==> src/slxd_pkg.sv <==
`default_nettype none
// ----------------------------------------------------------------------------
// slxd_pkg: shared constants and types of the sync/length/XOR deframer.
// Holds the frame layout, the result status codes, the frame outcome codes
// and the command/status bundles between controller and datapath.
// ----------------------------------------------------------------------------
package slxd_pkg;

  // Frame layout: sync, type, four timestamp bytes, length, payload, checksum.
  localparam int POS_TYPE       = 1;
  localparam int POS_TS         = 2;
  localparam int POS_LEN        = 6;
  localparam int HEADER_BYTES   = 7;
  localparam int FRAME_OVERHEAD = 8;

  // Default store depth and register reset value.
  localparam int          DEFAULT_DEPTH = 64;
  localparam logic [7:0]  SYNC_RESET    = 8'hAA;

  // Width used for length and fill comparisons (covers 8 + 255).
  localparam int CMP_W  = 10;
  // Width of the reported length and payload index fields.
  localparam int LEN_W  = 6;
  localparam int PIDX_W = 6;

  // Result status codes.
  localparam logic [1:0] ST_GOOD = 2'd0;
  localparam logic [1:0] ST_BAD  = 2'd1;
  localparam logic [1:0] ST_OVF  = 2'd2;

  // Outcome of one received byte.
  localparam logic [2:0] OC_NONE  = 3'd0;
  localparam logic [2:0] OC_OVF   = 3'd1;
  localparam logic [2:0] OC_BAD   = 3'd2;
  localparam logic [2:0] OC_EMPTY = 3'd3;
  localparam logic [2:0] OC_GOOD  = 3'd4;

  // Commands from the controller to the datapath.
  typedef struct packed {
    logic accept;    // a byte is taken this cycle
    logic rd_en;     // read the next payload byte from the store
    logic load_one;  // load the single result of the finished frame
    logic load_pay;  // load one payload result
  } slxd_cmd_t;

  // Status from the datapath to the controller.
  typedef struct packed {
    logic [2:0] outcome;   // what the byte on the input would cause
    logic       out_free;  // the output register can take a result
    logic       idx_last;  // the current payload index is the final one
  } slxd_sts_t;

endpackage : slxd_pkg
`default_nettype wire

==> src/slxd_ctrl.sv <==
`default_nettype none
// ----------------------------------------------------------------------------
// slxd_ctrl: deframer controller.
// Takes bytes while idle, then sequences either one summary result or the
// read-and-load steps of the payload run of a good frame.
// ----------------------------------------------------------------------------
module slxd_ctrl (
  input  wire                  clk,
  input  wire                  rst_n,
  input  wire                  in_tvalid,
  output logic                 in_tready,
  input  slxd_pkg::slxd_sts_t  sts,
  output slxd_pkg::slxd_cmd_t  cmd
);

  localparam logic [1:0] S_IDLE = 2'd0;
  localparam logic [1:0] S_ONE  = 2'd1;
  localparam logic [1:0] S_RD   = 2'd2;
  localparam logic [1:0] S_LD   = 2'd3;

  logic [1:0] state_r;
  logic [1:0] state_nxt;

  assign in_tready = (state_r == S_IDLE);

  // Next state and command decode.
  always_comb begin
    state_nxt    = state_r;
    cmd.accept   = 1'b0;
    cmd.rd_en    = 1'b0;
    cmd.load_one = 1'b0;
    cmd.load_pay = 1'b0;
    unique case (state_r)
      S_IDLE: begin
        cmd.accept = in_tvalid;
        if (in_tvalid) begin
          if (sts.outcome == slxd_pkg::OC_GOOD) begin
            state_nxt = S_RD;
          end else if (sts.outcome != slxd_pkg::OC_NONE) begin
            state_nxt = S_ONE;
          end
        end
      end
      S_ONE: begin
        if (sts.out_free) begin
          cmd.load_one = 1'b1;
          state_nxt    = S_IDLE;
        end
      end
      S_RD: begin
        cmd.rd_en = 1'b1;
        state_nxt = S_LD;
      end
      S_LD: begin
        if (sts.out_free) begin
          cmd.load_pay = 1'b1;
          state_nxt    = sts.idx_last ? S_IDLE : S_RD;
        end
      end
      default: state_nxt = S_IDLE;
    endcase
  end

  // State register.
  always_ff @(posedge clk) begin
    if (!rst_n) begin
      state_r <= S_IDLE;
    end else begin
      state_r <= state_nxt;
    end
  end

endmodule : slxd_ctrl
`default_nettype wire

==> src/slxd_dpath.sv <==
`default_nettype none
// ----------------------------------------------------------------------------
// slxd_dpath: deframer datapath.
// Frame store memory, fill counter, running XOR, captured header fields,
// payload index counter and the output result register.
// ----------------------------------------------------------------------------
module slxd_dpath #(
  parameter int BUFFER_DEPTH = slxd_pkg::DEFAULT_DEPTH
) (
  input  wire                  clk,
  input  wire                  rst_n,
  input  wire  [7:0]           sync_byte,
  input  wire  [7:0]           rx_byte,
  input  slxd_pkg::slxd_cmd_t  cmd,
  output slxd_pkg::slxd_sts_t  sts,
  input  wire                  out_tready,
  output logic                 out_valid,
  output logic [1:0]           out_status,
  output logic [7:0]           out_type,
  output logic [31:0]          out_ts,
  output logic [slxd_pkg::LEN_W-1:0]  out_len,
  output logic                 out_pvalid,
  output logic [7:0]           out_pbyte,
  output logic [slxd_pkg::PIDX_W-1:0] out_pidx,
  output logic                 out_last
);

  localparam int ADDR_W = $clog2(BUFFER_DEPTH);
  localparam int FILL_W = $clog2(BUFFER_DEPTH + 1);
  localparam int CmpW   = slxd_pkg::CMP_W;
  localparam int LenW   = slxd_pkg::LEN_W;
  localparam int PidxW  = slxd_pkg::PIDX_W;

  logic [7:0]        mem_r [BUFFER_DEPTH];
  logic [7:0]        rd_data_r;
  logic [FILL_W-1:0] fill_r;
  logic [FILL_W-1:0] fill_inc;
  logic [7:0]        xor_r;
  logic [7:0]        xor_nxt;
  logic [7:0]        type_r;
  logic [31:0]       ts_r;
  logic [7:0]        len_r;
  logic [ADDR_W-1:0] idx_r;
  logic [ADDR_W-1:0] rd_addr;
  logic [2:0]        kind_r;
  logic [2:0]        outcome;
  logic              out_free;
  logic              idx_last;
  logic              take;
  logic              ovf;
  logic              done;
  logic              hdr;

  logic              out_valid_r;
  logic [1:0]        out_status_r;
  logic [7:0]        out_type_r;
  logic [31:0]       out_ts_r;
  logic [LenW-1:0]   out_len_r;
  logic              out_pvalid_r;
  logic [7:0]        out_pbyte_r;
  logic [PidxW-1:0]  out_pidx_r;
  logic              out_last_r;

  // Outcome of the byte on the input, given the current fill and XOR.
  // A frame can only complete once its length byte is held.
  always_comb begin
    take     = (fill_r != '0) || (rx_byte == sync_byte);
    fill_inc = fill_r + FILL_W'(1);
    xor_nxt  = xor_r ^ rx_byte;
    ovf      = (fill_inc == FILL_W'(BUFFER_DEPTH));
    done     = (fill_r >= FILL_W'(slxd_pkg::HEADER_BYTES)) &&
               (CmpW'(fill_inc) == CmpW'(len_r) + CmpW'(slxd_pkg::FRAME_OVERHEAD));
    priority if (!take) begin
      outcome = slxd_pkg::OC_NONE;
    end else if (ovf) begin
      outcome = slxd_pkg::OC_OVF;
    end else if (!done) begin
      outcome = slxd_pkg::OC_NONE;
    end else if (xor_nxt != 8'd0) begin
      outcome = slxd_pkg::OC_BAD;
    end else if (len_r == 8'd0) begin
      outcome = slxd_pkg::OC_EMPTY;
    end else begin
      outcome = slxd_pkg::OC_GOOD;
    end
  end

  assign out_free = !out_valid_r || out_tready;
  assign idx_last = (CmpW'(idx_r) + CmpW'(1) == CmpW'(len_r));
  assign sts      = '{outcome: outcome, out_free: out_free, idx_last: idx_last};

  // Fill counter and running XOR; both clear when a frame ends.
  always_ff @(posedge clk) begin
    if (!rst_n) begin
      fill_r <= '0;
      xor_r  <= 8'd0;
    end else if (cmd.accept && take) begin
      if (ovf || done) begin
        fill_r <= '0;
        xor_r  <= 8'd0;
      end else begin
        fill_r <= fill_inc;
        xor_r  <= xor_nxt;
      end
    end
  end

  // Header capture, outcome latch and payload index.
  always_ff @(posedge clk) begin
    if (cmd.accept && take) begin
      if (fill_r == FILL_W'(slxd_pkg::POS_TYPE)) begin
        type_r <= rx_byte;
      end
      if (fill_r >= FILL_W'(slxd_pkg::POS_TS) && fill_r < FILL_W'(slxd_pkg::POS_LEN)) begin
        ts_r <= {ts_r[23:0], rx_byte};
      end
      if (fill_r == FILL_W'(slxd_pkg::POS_LEN)) begin
        len_r <= rx_byte;
      end
    end
    if (cmd.accept) begin
      kind_r <= outcome;
      idx_r  <= '0;
    end else if (cmd.load_pay) begin
      idx_r <= idx_r + ADDR_W'(1);
    end
  end

  // Frame store: one write port at the fill position, one registered read.
  assign rd_addr = idx_r + ADDR_W'(slxd_pkg::HEADER_BYTES);

  always_ff @(posedge clk) begin
    if (cmd.accept && take) begin
      mem_r[fill_r[ADDR_W-1:0]] <= rx_byte;
    end
    if (cmd.rd_en) begin
      rd_data_r <= mem_r[rd_addr];
    end
  end

  // Output result register.
  assign hdr = (kind_r != slxd_pkg::OC_OVF);

  always_ff @(posedge clk) begin
    if (!rst_n) begin
      out_valid_r <= 1'b0;
    end else if (cmd.load_one || cmd.load_pay) begin
      out_valid_r <= 1'b1;
    end else if (out_tready) begin
      out_valid_r <= 1'b0;
    end
  end

  always_ff @(posedge clk) begin
    if (cmd.load_one) begin
      priority if (kind_r == slxd_pkg::OC_OVF) begin
        out_status_r <= slxd_pkg::ST_OVF;
      end else if (kind_r == slxd_pkg::OC_BAD) begin
        out_status_r <= slxd_pkg::ST_BAD;
      end else begin
        out_status_r <= slxd_pkg::ST_GOOD;
      end
      out_type_r   <= hdr ? type_r : 8'd0;
      out_ts_r     <= hdr ? ts_r : 32'd0;
      out_len_r    <= hdr ? len_r[LenW-1:0] : '0;
      out_pvalid_r <= 1'b0;
      out_pbyte_r  <= 8'd0;
      out_pidx_r   <= '0;
      out_last_r   <= 1'b1;
    end else if (cmd.load_pay) begin
      out_status_r <= slxd_pkg::ST_GOOD;
      out_type_r   <= type_r;
      out_ts_r     <= ts_r;
      out_len_r    <= len_r[LenW-1:0];
      out_pvalid_r <= 1'b1;
      out_pbyte_r  <= rd_data_r;
      out_pidx_r   <= PidxW'(idx_r);
      out_last_r   <= idx_last;
    end
  end

  assign out_valid  = out_valid_r;
  assign out_status = out_status_r;
  assign out_type   = out_type_r;
  assign out_ts     = out_ts_r;
  assign out_len    = out_len_r;
  assign out_pvalid = out_pvalid_r;
  assign out_pbyte  = out_pbyte_r;
  assign out_pidx   = out_pidx_r;
  assign out_last   = out_last_r;

endmodule : slxd_dpath
`default_nettype wire

==> src/sync_length_xor_packet_deframer_top.sv <==
`default_nettype none
// ----------------------------------------------------------------------------
// sync_length_xor_packet_deframer_top: sync/length/XOR frame deframer.
//
// Input stream: one received serial byte per request. While no frame is
// open, bytes other than the sync byte are dropped. A frame is sync, type,
// four timestamp bytes (big-endian), length L, L payload bytes and an XOR
// checksum over all earlier frame bytes.
// Output stream: a good frame gives one result per payload byte (tlast on
// the final one), or one result if L is zero; a bad checksum gives one
// error result and a full store gives one overflow result.
// Throughput: a byte is taken every cycle while a frame is collected.
// After the final byte, the controller moves to S_ONE and loads a single
// result once the output register is free; a payload run handles each byte
// as a store read, then an output load, bounded by the single read port of
// the frame store. No byte is taken during a run.
// Reset: store empty, sync byte 0xAA, output empty.
// A stalled receiver holds the output register; bytes are still taken
// until the next result must be loaded, then the controller waits.
// Configuration: APB register 0 (byte address 0) holds the sync byte.
// ----------------------------------------------------------------------------
module sync_length_xor_packet_deframer_top #(
  parameter int BUFFER_DEPTH = slxd_pkg::DEFAULT_DEPTH
) (
  input  wire         clk,
  input  wire         rst_n,
  // Input stream.
  input  wire         in_tvalid,
  output logic        in_tready,
  input  wire  [7:0]  in_tdata,     // [7:0] rx_byte
  // Output stream.
  output logic        out_tvalid,
  input  wire         out_tready,
  output logic [63:0] out_tdata,    // [7:0] packet_type, [39:8] timestamp,
                                    // [45:40] data_length, [53:46] payload_byte,
                                    // [59:54] payload_index, [63:60] zero
  output logic [2:0]  out_tuser,    // [1:0] status, [2] payload_valid
  output logic        out_tlast,
  // Configuration port.
  input  wire         cfg_psel,
  input  wire         cfg_penable,
  input  wire         cfg_pwrite,
  input  wire  [2:0]  cfg_paddr,
  input  wire  [31:0] cfg_pwdata,
  output logic [31:0] cfg_prdata,
  output logic        cfg_pready
);

  slxd_pkg::slxd_cmd_t cmd;
  slxd_pkg::slxd_sts_t sts;

  logic [7:0]  sync_r;
  logic [1:0]  res_status;
  logic [7:0]  res_type;
  logic [31:0] res_ts;
  logic [slxd_pkg::LEN_W-1:0]  res_len;
  logic        res_pvalid;
  logic [7:0]  res_pbyte;
  logic [slxd_pkg::PIDX_W-1:0] res_pidx;

  // Configuration register: sync byte at register 0.
  assign cfg_pready = 1'b1;

  always_ff @(posedge clk) begin
    if (!rst_n) begin
      sync_r <= slxd_pkg::SYNC_RESET;
    end else if (cfg_psel && cfg_penable && cfg_pwrite && cfg_pready && !cfg_paddr[2]) begin
      sync_r <= cfg_pwdata[7:0];
    end
  end

  assign cfg_prdata = cfg_paddr[2] ? 32'd0 : {24'd0, sync_r};

  slxd_ctrl u_ctrl (
    .clk       (clk),
    .rst_n     (rst_n),
    .in_tvalid (in_tvalid),
    .in_tready (in_tready),
    .sts       (sts),
    .cmd       (cmd)
  );

  slxd_dpath #(
    .BUFFER_DEPTH (BUFFER_DEPTH)
  ) u_dpath (
    .clk        (clk),
    .rst_n      (rst_n),
    .sync_byte  (sync_r),
    .rx_byte    (in_tdata),
    .cmd        (cmd),
    .sts        (sts),
    .out_tready (out_tready),
    .out_valid  (out_tvalid),
    .out_status (res_status),
    .out_type   (res_type),
    .out_ts     (res_ts),
    .out_len    (res_len),
    .out_pvalid (res_pvalid),
    .out_pbyte  (res_pbyte),
    .out_pidx   (res_pidx),
    .out_last   (out_tlast)
  );

  // Result packing.
  assign out_tdata = {4'd0, res_pidx, res_pbyte, res_len, res_ts, res_type};
  assign out_tuser = {res_pvalid, res_status};

  // A result is loaded only when the output register can take it.
  a_load_free: assert property (@(posedge clk) disable iff (!rst_n)
    (cmd.load_one || cmd.load_pay) |-> sts.out_free)
    else $error("result loaded into a full output register");

  // A completed good frame starts its payload run with a store read.
  a_good_reads: assert property (@(posedge clk) disable iff (!rst_n)
    (in_tvalid && in_tready && sts.outcome == slxd_pkg::OC_GOOD) |=> cmd.rd_en)
    else $error("good frame did not start a payload read");

  // No byte is taken while a payload read is in flight.
  a_no_take_in_run: assert property (@(posedge clk) disable iff (!rst_n)
    cmd.rd_en |=> !in_tready)
    else $error("input taken during a payload run");

  // Error and overflow results are always the single, final result.
  a_err_last: assert property (@(posedge clk) disable iff (!rst_n)
    (out_tvalid && out_tuser[1:0] != slxd_pkg::ST_GOOD) |-> (out_tlast && !out_tuser[2]))
    else $error("error result not marked last or carries payload");

endmodule : sync_length_xor_packet_deframer_top
`default_nettype wire

==> config.mk <==
export PLATFORM = sky130hd
export DESIGN_NAME = sync_length_xor_packet_deframer_top
export DESIGN_NICKNAME = d
export VERILOG_FILES = /design/src/slxd_pkg.sv /design/src/slxd_ctrl.sv /design/src/slxd_dpath.sv /design/src/sync_length_xor_packet_deframer_top.sv
export SDC_FILE = /design/constraint.sdc
export NUM_CORES = 1
export LEC_CHECK = 0
export ABC_AREA = 0
export BUFFER_PORTS_ARGS = -buffer_cell sky130_fd_sc_hd__buf_2
export CAP_MARGIN = 25
export CORE_UTILIZATION = 50
export CTS_CLUSTER_SIZE = 30
export DETAILED_ROUTE_END_ITERATION = 10
export PLACE_DENSITY = 0.7
export SLEW_MARGIN = 20
export SYNTH_ARGS = -nofsm -noshare
export SYNTH_HDL_FRONTEND = slang
export SYNTH_SLANG_ARGS = --single-unit
==> constraint.sdc <==
create_clock -name clk -period 3.3 [get_ports clk]
set_input_delay 0.165 -clock clk [delete_from_list [all_inputs] [get_ports clk]]
set_output_delay 0.165 -clock clk [all_outputs]
set_load 0.005 [all_outputs]
==> results of run 1 <==
-- per-layer routing --
layer  global-route usage  vias to the layer above  routed length [um]  part of all wire
li1                     -                     5792                   -                 -
met1               0.3183                     7038               24350              0.42
met2               0.3492                      558               28070              0.48
met3              0.04035                      100                4051             0.070
met4              0.07823                        2                1582             0.027
met5                    0                        -                  16           0.00028
-- synthesized netlist by cell type (2+ instances only) --
cell       count
a21boi_0       7
a21o_1         2
a21oi_1        9
a22oi_1       16
and2_1        47
and3_1         2
buf_1         12
buf_2         12
buf_4         30
clkbuf_1      47
conb_1         2
dfxtp_1       48
edfxtp_1     619
ha_1           7
inv_1         10
mux2i_1        2
mux4_2       160
nand2_1       76
nand2b_1      12
nand3_1       31
nand3b_1       4
nand4_1        6
nor2_1        86
nor2b_1       11
nor3_1         4
nor3b_1        3
nor4_1        10
o211ai_1       4
o21ai_0       19
o21ai_1        3
o2bb2ai_1     11
or2_2          2
or3_1          5
or3b_2         3
xnor2_1       20
xor2_1        27
-- power groups by stage --
stage                     combinational (W)  clock (W)  sequential (W)
after global routing               0.000264    0.00786         0.00922
after detailed placement           0.000229          0         0.00940
after floorplan                   0.0000710          0         0.00940
final                              0.000242    0.00743         0.00922
after global placement             0.000219          0         0.00940
after CTS                          0.000243    0.00755         0.00922
-- worst max-delay path, delay by kind of cell, from the launching register on --
family                 cells  cell delay [ns]
flip-flops                 1             0.35
AND/OR/NAND/NOR            5             1.75
buffers and inverters      1             0.23
XOR/XNOR                   1             0.17
AO/OA/AOI/OAI              1             0.14
-- layout make-up --
class / instances / area [um2]
inverters: 11 / 41.29
flip-flops and latches: 667 / 19550
fillers: 3707 / 21470
repair buffers: 171 / 1204
clock inverters: 25 / 220.2
clock buffers: 93 / 1922
well taps: 680 / 850.8
multi-input cells: 637 / 6354
-- layout by cell type, fill, tap and decap left out, types with 4 or more instances in the layout --
master / count
a21boi_0: 7
a21oi_1: 9
a22oi_1: 16
and2_1: 47
buf_12: 9
buf_2: 97
buf_4: 45
bufinv_16: 4
clkbuf_1: 18
clkbuf_16: 73
clkinv_1: 8
clkinv_2: 11
conb_1: 29
dfxtp_1: 47
dlygate4sd3_1: 20
edfxtp_1: 619
ha_1: 6
inv_1: 10
mux4_2: 160
nand2_1: 76
nand2b_1: 12
nand3_1: 31
nand3b_1: 4
nand4_1: 6
nor2_1: 85
nor2b_1: 11
nor3_1: 4
nor4_1: 10
o211ai_1: 4
o21ai_0: 19
o2bb2ai_1: 11
or3_1: 5
xnor2_1: 18
xor2_1: 27
-- timing repair --
action / CTS / global route
hold endpoints to repair: 13 / 0
endpoints found under the setup margin: 0 / 0
hold buffers: 20 / 0
-- through the flow --
step | util | hold WS, ns | area (um2)
CTS | 0.5840 | 0.06862 | 30140
finish | 0.5840 | 0.07260 | 30140
floorplan | - | 0.2639 | 26430
global placement | 0.5387 | 0.3769 | 27800
global route | 0.5840 | 0.05374 | 30140
detailed placement | 0.5387 | 0.3822 | 27800
-- final timing paths --
check | start | endpoint | slack, ns | depth (start not counted)
max | sync_r[2] | u_dpath.mem_r[50][6] | 0.29 | 8
min | in_tdata[7] | u_dpath.type_r[7] | 0.07 | 2
max reg2reg | sync_r[2] | u_dpath.mem_r[50][6] | 0.29 | 8
min reg2reg | u_dpath.ts_r[12] | u_dpath.ts_r[20] | 0.43 | 0
-- cell families (layout without fill, tap and decap cells) --
| family | after synthesis | after routing |
|---|---|---|
| AND/OR/NAND/NOR | 310 | 310 |
| other | 2 | 29 |
| XOR/XNOR | 47 | 47 |
| multiplexers | 162 | 162 |
| flip-flops | 667 | 667 |
| AO/OA/AOI/OAI | 82 | 82 |
| buffers and inverters | 113 | 300 |
| adder cells (fa/ha/maj) | 7 | 7 |
==> run metrics, run 1 <==
RSZ-0062 raised after global routing no; share of synthesized registers carrying an async set or reset 0; Die H 231.5 um; largest net degree at the start of global routing 71; Largest register FFs 512; drt total wl 58080 um; max_cap viols 0; max-slew violation count 0; CP max FO 8; Startpoint Class flop; largest cells by area after synthesis edfxtp_1, mux4_2, dfxtp_1, nor2_1, and2_1; Main synth FF type edfxtp_1; Worst-path clk slew 0.06 ns; total number of yosys warnings 0; Worst Setup End Kind flop; port buffer count 97; switching share of power 0.1922; status finished clean; pwr dens around 560 mW/mm2; Area Overhead vs Synth 14.51%; antenna violations before repair 4; Starting Density 0.5100; Row Count 83; combinational share of power 0.014; Yosys reg bits 667; Cell variety after synth 57; fin crit period 3.010 ns; root cell of the clock tree clkbuf_16; setup TNS 0 ns; Resized cells post-CTS 0; DRT iter0 DRCs 1355; All-Layer GR Usage 0.2235; first-pass GRT wire length around 87000 um; Syn Area/Cell 18.94 um2; die area roughly 0.054 mm2; adder-cell area share of the yosys netlist 0.003327; biggest area consumer among synthesized cells edfxtp_1; share of the cycle needed by the critical path after routing 0.9123; Sequential Power Share 0.546; setup bufs post-CTS 0; Worst Path Arrival roughly 3.2 ns; H-tree depth 3; power share of the clock group 0.440; Leakage 9.667 nW; cells after synthesis around 1400; Int Power 0.01365 W; routability cong. 0.8641; DP Cell Count 2146; vias around 13000; Avg WL per Cell 25.43 um; critical path class reg -> reg; post-route worst setup slack 0.2895 ns; Via density 5.906; Final Hold Viols 0; post-synthesis compound-gate area fraction 0.02129; VDD IR max 394.3 uV; # IOs 153; Hold Crit Class in -> reg; xor and xnor area share after synthesis 0.01564; Tot Pwr about 0.017 W; NumNets Final 1613; Final HPWL DP 35780 um; Critical Path, Cell by Cell xor2_1 > nor4_1 > a21oi_2 > or2b_4 > nor2_1 > nand3_1 > buf_4 > nor2_1; post-synthesis sequential area ratio 0.7426; mux contribution to synthesized area 0.1376; Worst Skew 0.02315 ns; Peak Freq ~330 MHz; Longest Clk Path Bufs 3; total clock sinks 667; GR Overflow Total 0; Worst-Margin Slew 0.9271 ns; Post-Syn Area 0.02633 mm2; Post-DRT Antenna Nets 0; die width ~230 um; post-synthesis simple-gate area fraction 0.05798; NetSw 0.003248 W; core box area 0.05161 mm2; vias in the first global route roughly 13000; final setup fails 0; DRC Markers 0; crit-path max cell delay 0.66 ns; EDFF count, synth 619; Initial DRT Pass Iterations 7; cell mode on critical path nor2_1; combinational family with the most area after synthesis multiplexers; Worst-Skew Late Latency 0.60 ns; CTS buffer count 68; area share of the largest cell type after synthesis 0.7061; max_slew headroom 0.3805; CTS tree yes; CP max-delay cell nor2_1; # diodes 0; share of cells above drive strength 1 0.2600; DP Worst Slack 0.2438 ns; Layout Cells excl Fill 2284; WP data required 3.51 ns
Note: power is estimated with default switching activity, not from simulation.
==> inputs of run 2 (changes only) <==
--- a/config.mk
+++ b/config.mk
@@ -8,10 +8,13 @@
 export ABC_AREA = 0
 export BUFFER_PORTS_ARGS = -buffer_cell sky130_fd_sc_hd__buf_2
 export CAP_MARGIN = 25
-export CORE_UTILIZATION = 50
+export CELL_PAD_IN_SITES_DETAIL_PLACEMENT = 1
+export CELL_PAD_IN_SITES_GLOBAL_PLACEMENT = 2
+export CORE_UTILIZATION = 42
 export CTS_CLUSTER_SIZE = 30
 export DETAILED_ROUTE_END_ITERATION = 10
-export PLACE_DENSITY = 0.7
+export PLACE_DENSITY_LB_ADDON = 0.1
+export RECOVER_POWER = 25
 export SLEW_MARGIN = 20
 export SYNTH_ARGS = -nofsm -noshare
 export SYNTH_HDL_FRONTEND = slang
==> run 2 against run 1 <==
  * The run now ends with max-capacitance violations, max-slew violations left
  * Register-to-register slack got worse by 0.04 ns
  * Combinational power about the same
  * Clock power increased by 2%
  * Sequential share of layout area decreased by 0.66 points
  * Die area increased by 19%
==> run metrics, run 2 (same netlist as run 1, synthesis figures left out) <==
status finished with violations; failing checks max-capacitance violations, max-slew violations; highest-count cells in the layout ignoring fill and taps edfxtp_1, mux4_2, buf_2; DRT iter0 DRCs around 940; max_slew headroom -0.1918; cell mode on critical path nor2_1; NetSw between 0.003 and 0.004 W; die width 252.4 um; power share of the clock group 0.445; Worst Setup SP sync_r[0]; Peak Freq 328.0 MHz; Startpoint Class flop; vias in the first global route 13870; H-tree depth 3; pwr dens 559.7 mW/mm2; total clock sinks between 600 and 700; die area between 0.06 and 0.07 mm2; VDD IR max 432.1 uV; DP Worst Slack 0.1889 ns; CTS buffer count 73; Sequential Power Share 0.541; Int Power between 0.01 and 0.015 W; largest net degree at the start of global routing 72; NumNets Final 1630; setup TNS 0 ns; port buffer count 97; crit-path max cell delay 0.68 ns; routability cong. 0.8088; Worst-Skew Late Latency 0.62 ns; DRC Markers 0; DP Cell Count 2315; # IOs 153; first-pass GRT wire length 95070 um; FF-to-FF Start sync_r[0]; fin crit period 3.048 ns; vias 13280; setup bufs post-CTS 0; GR Overflow Total 0; Via density ~5.4; share of cells above drive strength 1 0.2639; Avg WL per Cell 26.39 um; Starting Density 0.4258; CP max FO 8; core box area 0.06183 mm2; WP data required 3.52 ns; switching share of power 0.2066; Row Count 91; max_cap viols 6; combinational share of power 0.014; CTS tree yes; Worst Skew 0.02607 ns; Leakage 9.730 nW; All-Layer GR Usage 0.2092; critical path class reg -> reg; Largest register FFs 512; share of the cycle needed by the critical path after routing 0.9238; Hold Crit Class in -> reg; Worst Path Arrival 3.27 ns; Final HPWL DP 40730 um; # diodes 0; final setup fails 0; antenna violations before repair 2; CP max-delay cell nor2_1; post-route worst setup slack 0.2515 ns; Critical Path, Cell by Cell xor2_1 > nor4_1 > a21oi_2 > or2b_4 > nor2_1 > nand3_1 > buf_4 > nor2_1; max-slew violation count 302; Area Overhead vs Synth 15.68%; Worst Setup End Kind flop; Layout Cells excl Fill 2470; Layout fillers 5693; Post-DRT Antenna Nets 0; Initial DRT Pass Iterations 5; RSZ-0062 raised after global routing no; Longest Clk Path Bufs 3; Hold Slack 0.2021 ns; Die H 252.4 um; min-delay src in_tdata[2]; Worst-Margin Slew 1.788 ns; root cell of the clock tree clkbuf_16; Final Hold Viols 0; commonest non-fill, non-tap cell in the layout edfxtp_1; Worst-path clk slew 0.06 ns; drt total wl roughly 65000 um
## run 2: cell count changes in the layout (fill, tap and decap cells not counted), sizes merged
cell      previous run  this run
clkinv              19        37
clkbuf              93       106
buf                151       148
bufinv               4         1
inv                 11        14
clkinvlp             2         3
## run 2: critical path, delay by kind of cell, from the launching register on
family,cells,cell delay (ns)
buffers and inverters,1,0.21
xor gates and xnor gates,1,0.18
AOI/OAI and AO/OA,1,0.18
DFF,1,0.33
and+or+nand+nor,5,1.76
## run 2: metal layers
layer  part of all wire  track usage  wire length (um)  vias up
li1                   -            -                 -     5836
met1               0.45       0.2974             29350     7085
met2               0.49       0.3379             31810      285
met3              0.040      0.03007              2633       75
met4              0.021      0.05922              1395        0
met5                  0            0                 0        -
## run 2: worst paths after layout
check                               to  slack (ns)  cells after the start
hold / removal    u_dpath.mem_r[63][2]        0.20                      2
setup reg to reg  u_dpath.mem_r[25][7]        0.25                      8
hold reg to reg    u_dpath.out_pidx[1]        0.43                      2
setup / recovery  u_dpath.mem_r[25][7]        0.25                      8
## run 2: what timing repair did
item,4_1_cts,5_1_grt
resized for setup,0,0
endpoints found under the hold margin,13,0
hold buffers,20,0
## run 2: area by class of cell
class,instances,area (um2),area share
inverters,11,41.29,0.001356
repair buffers,183,1249,0.04100
multi-input cells,637,6354,0.2086
flip-flops and latches,667,19550,0.6420
clock buffers,91,1926,0.06323
clock inverters,44,285.3,0.009367
well taps,837,1047,0.03439
## run 2: power by group through the flow
stage	Sequential (W)	Combinational [W]	Clock [W]
6_report	0.00922	0.000240	0.00758
4_1_cts	0.00922	0.000253	0.00777
3_3_place_gp	0.00940	0.000229	0
5_1_grt	0.00922	0.000265	0.00805
3_5_place_dp	0.00940	0.000240	0
2_1_floorplan	0.00940	0.0000710	0
## run 2: metrics by stage
stage	power (W)	instance area (um2)	util
finish	0.01704	30450	0.4926
CTS	0.01724	30490	0.4931
global route	0.01754	30450	0.4926
detailed placement	0.009639	28080	0.4541
floorplan	0.009471	26430	-
global placement	0.009628	28080	0.4541
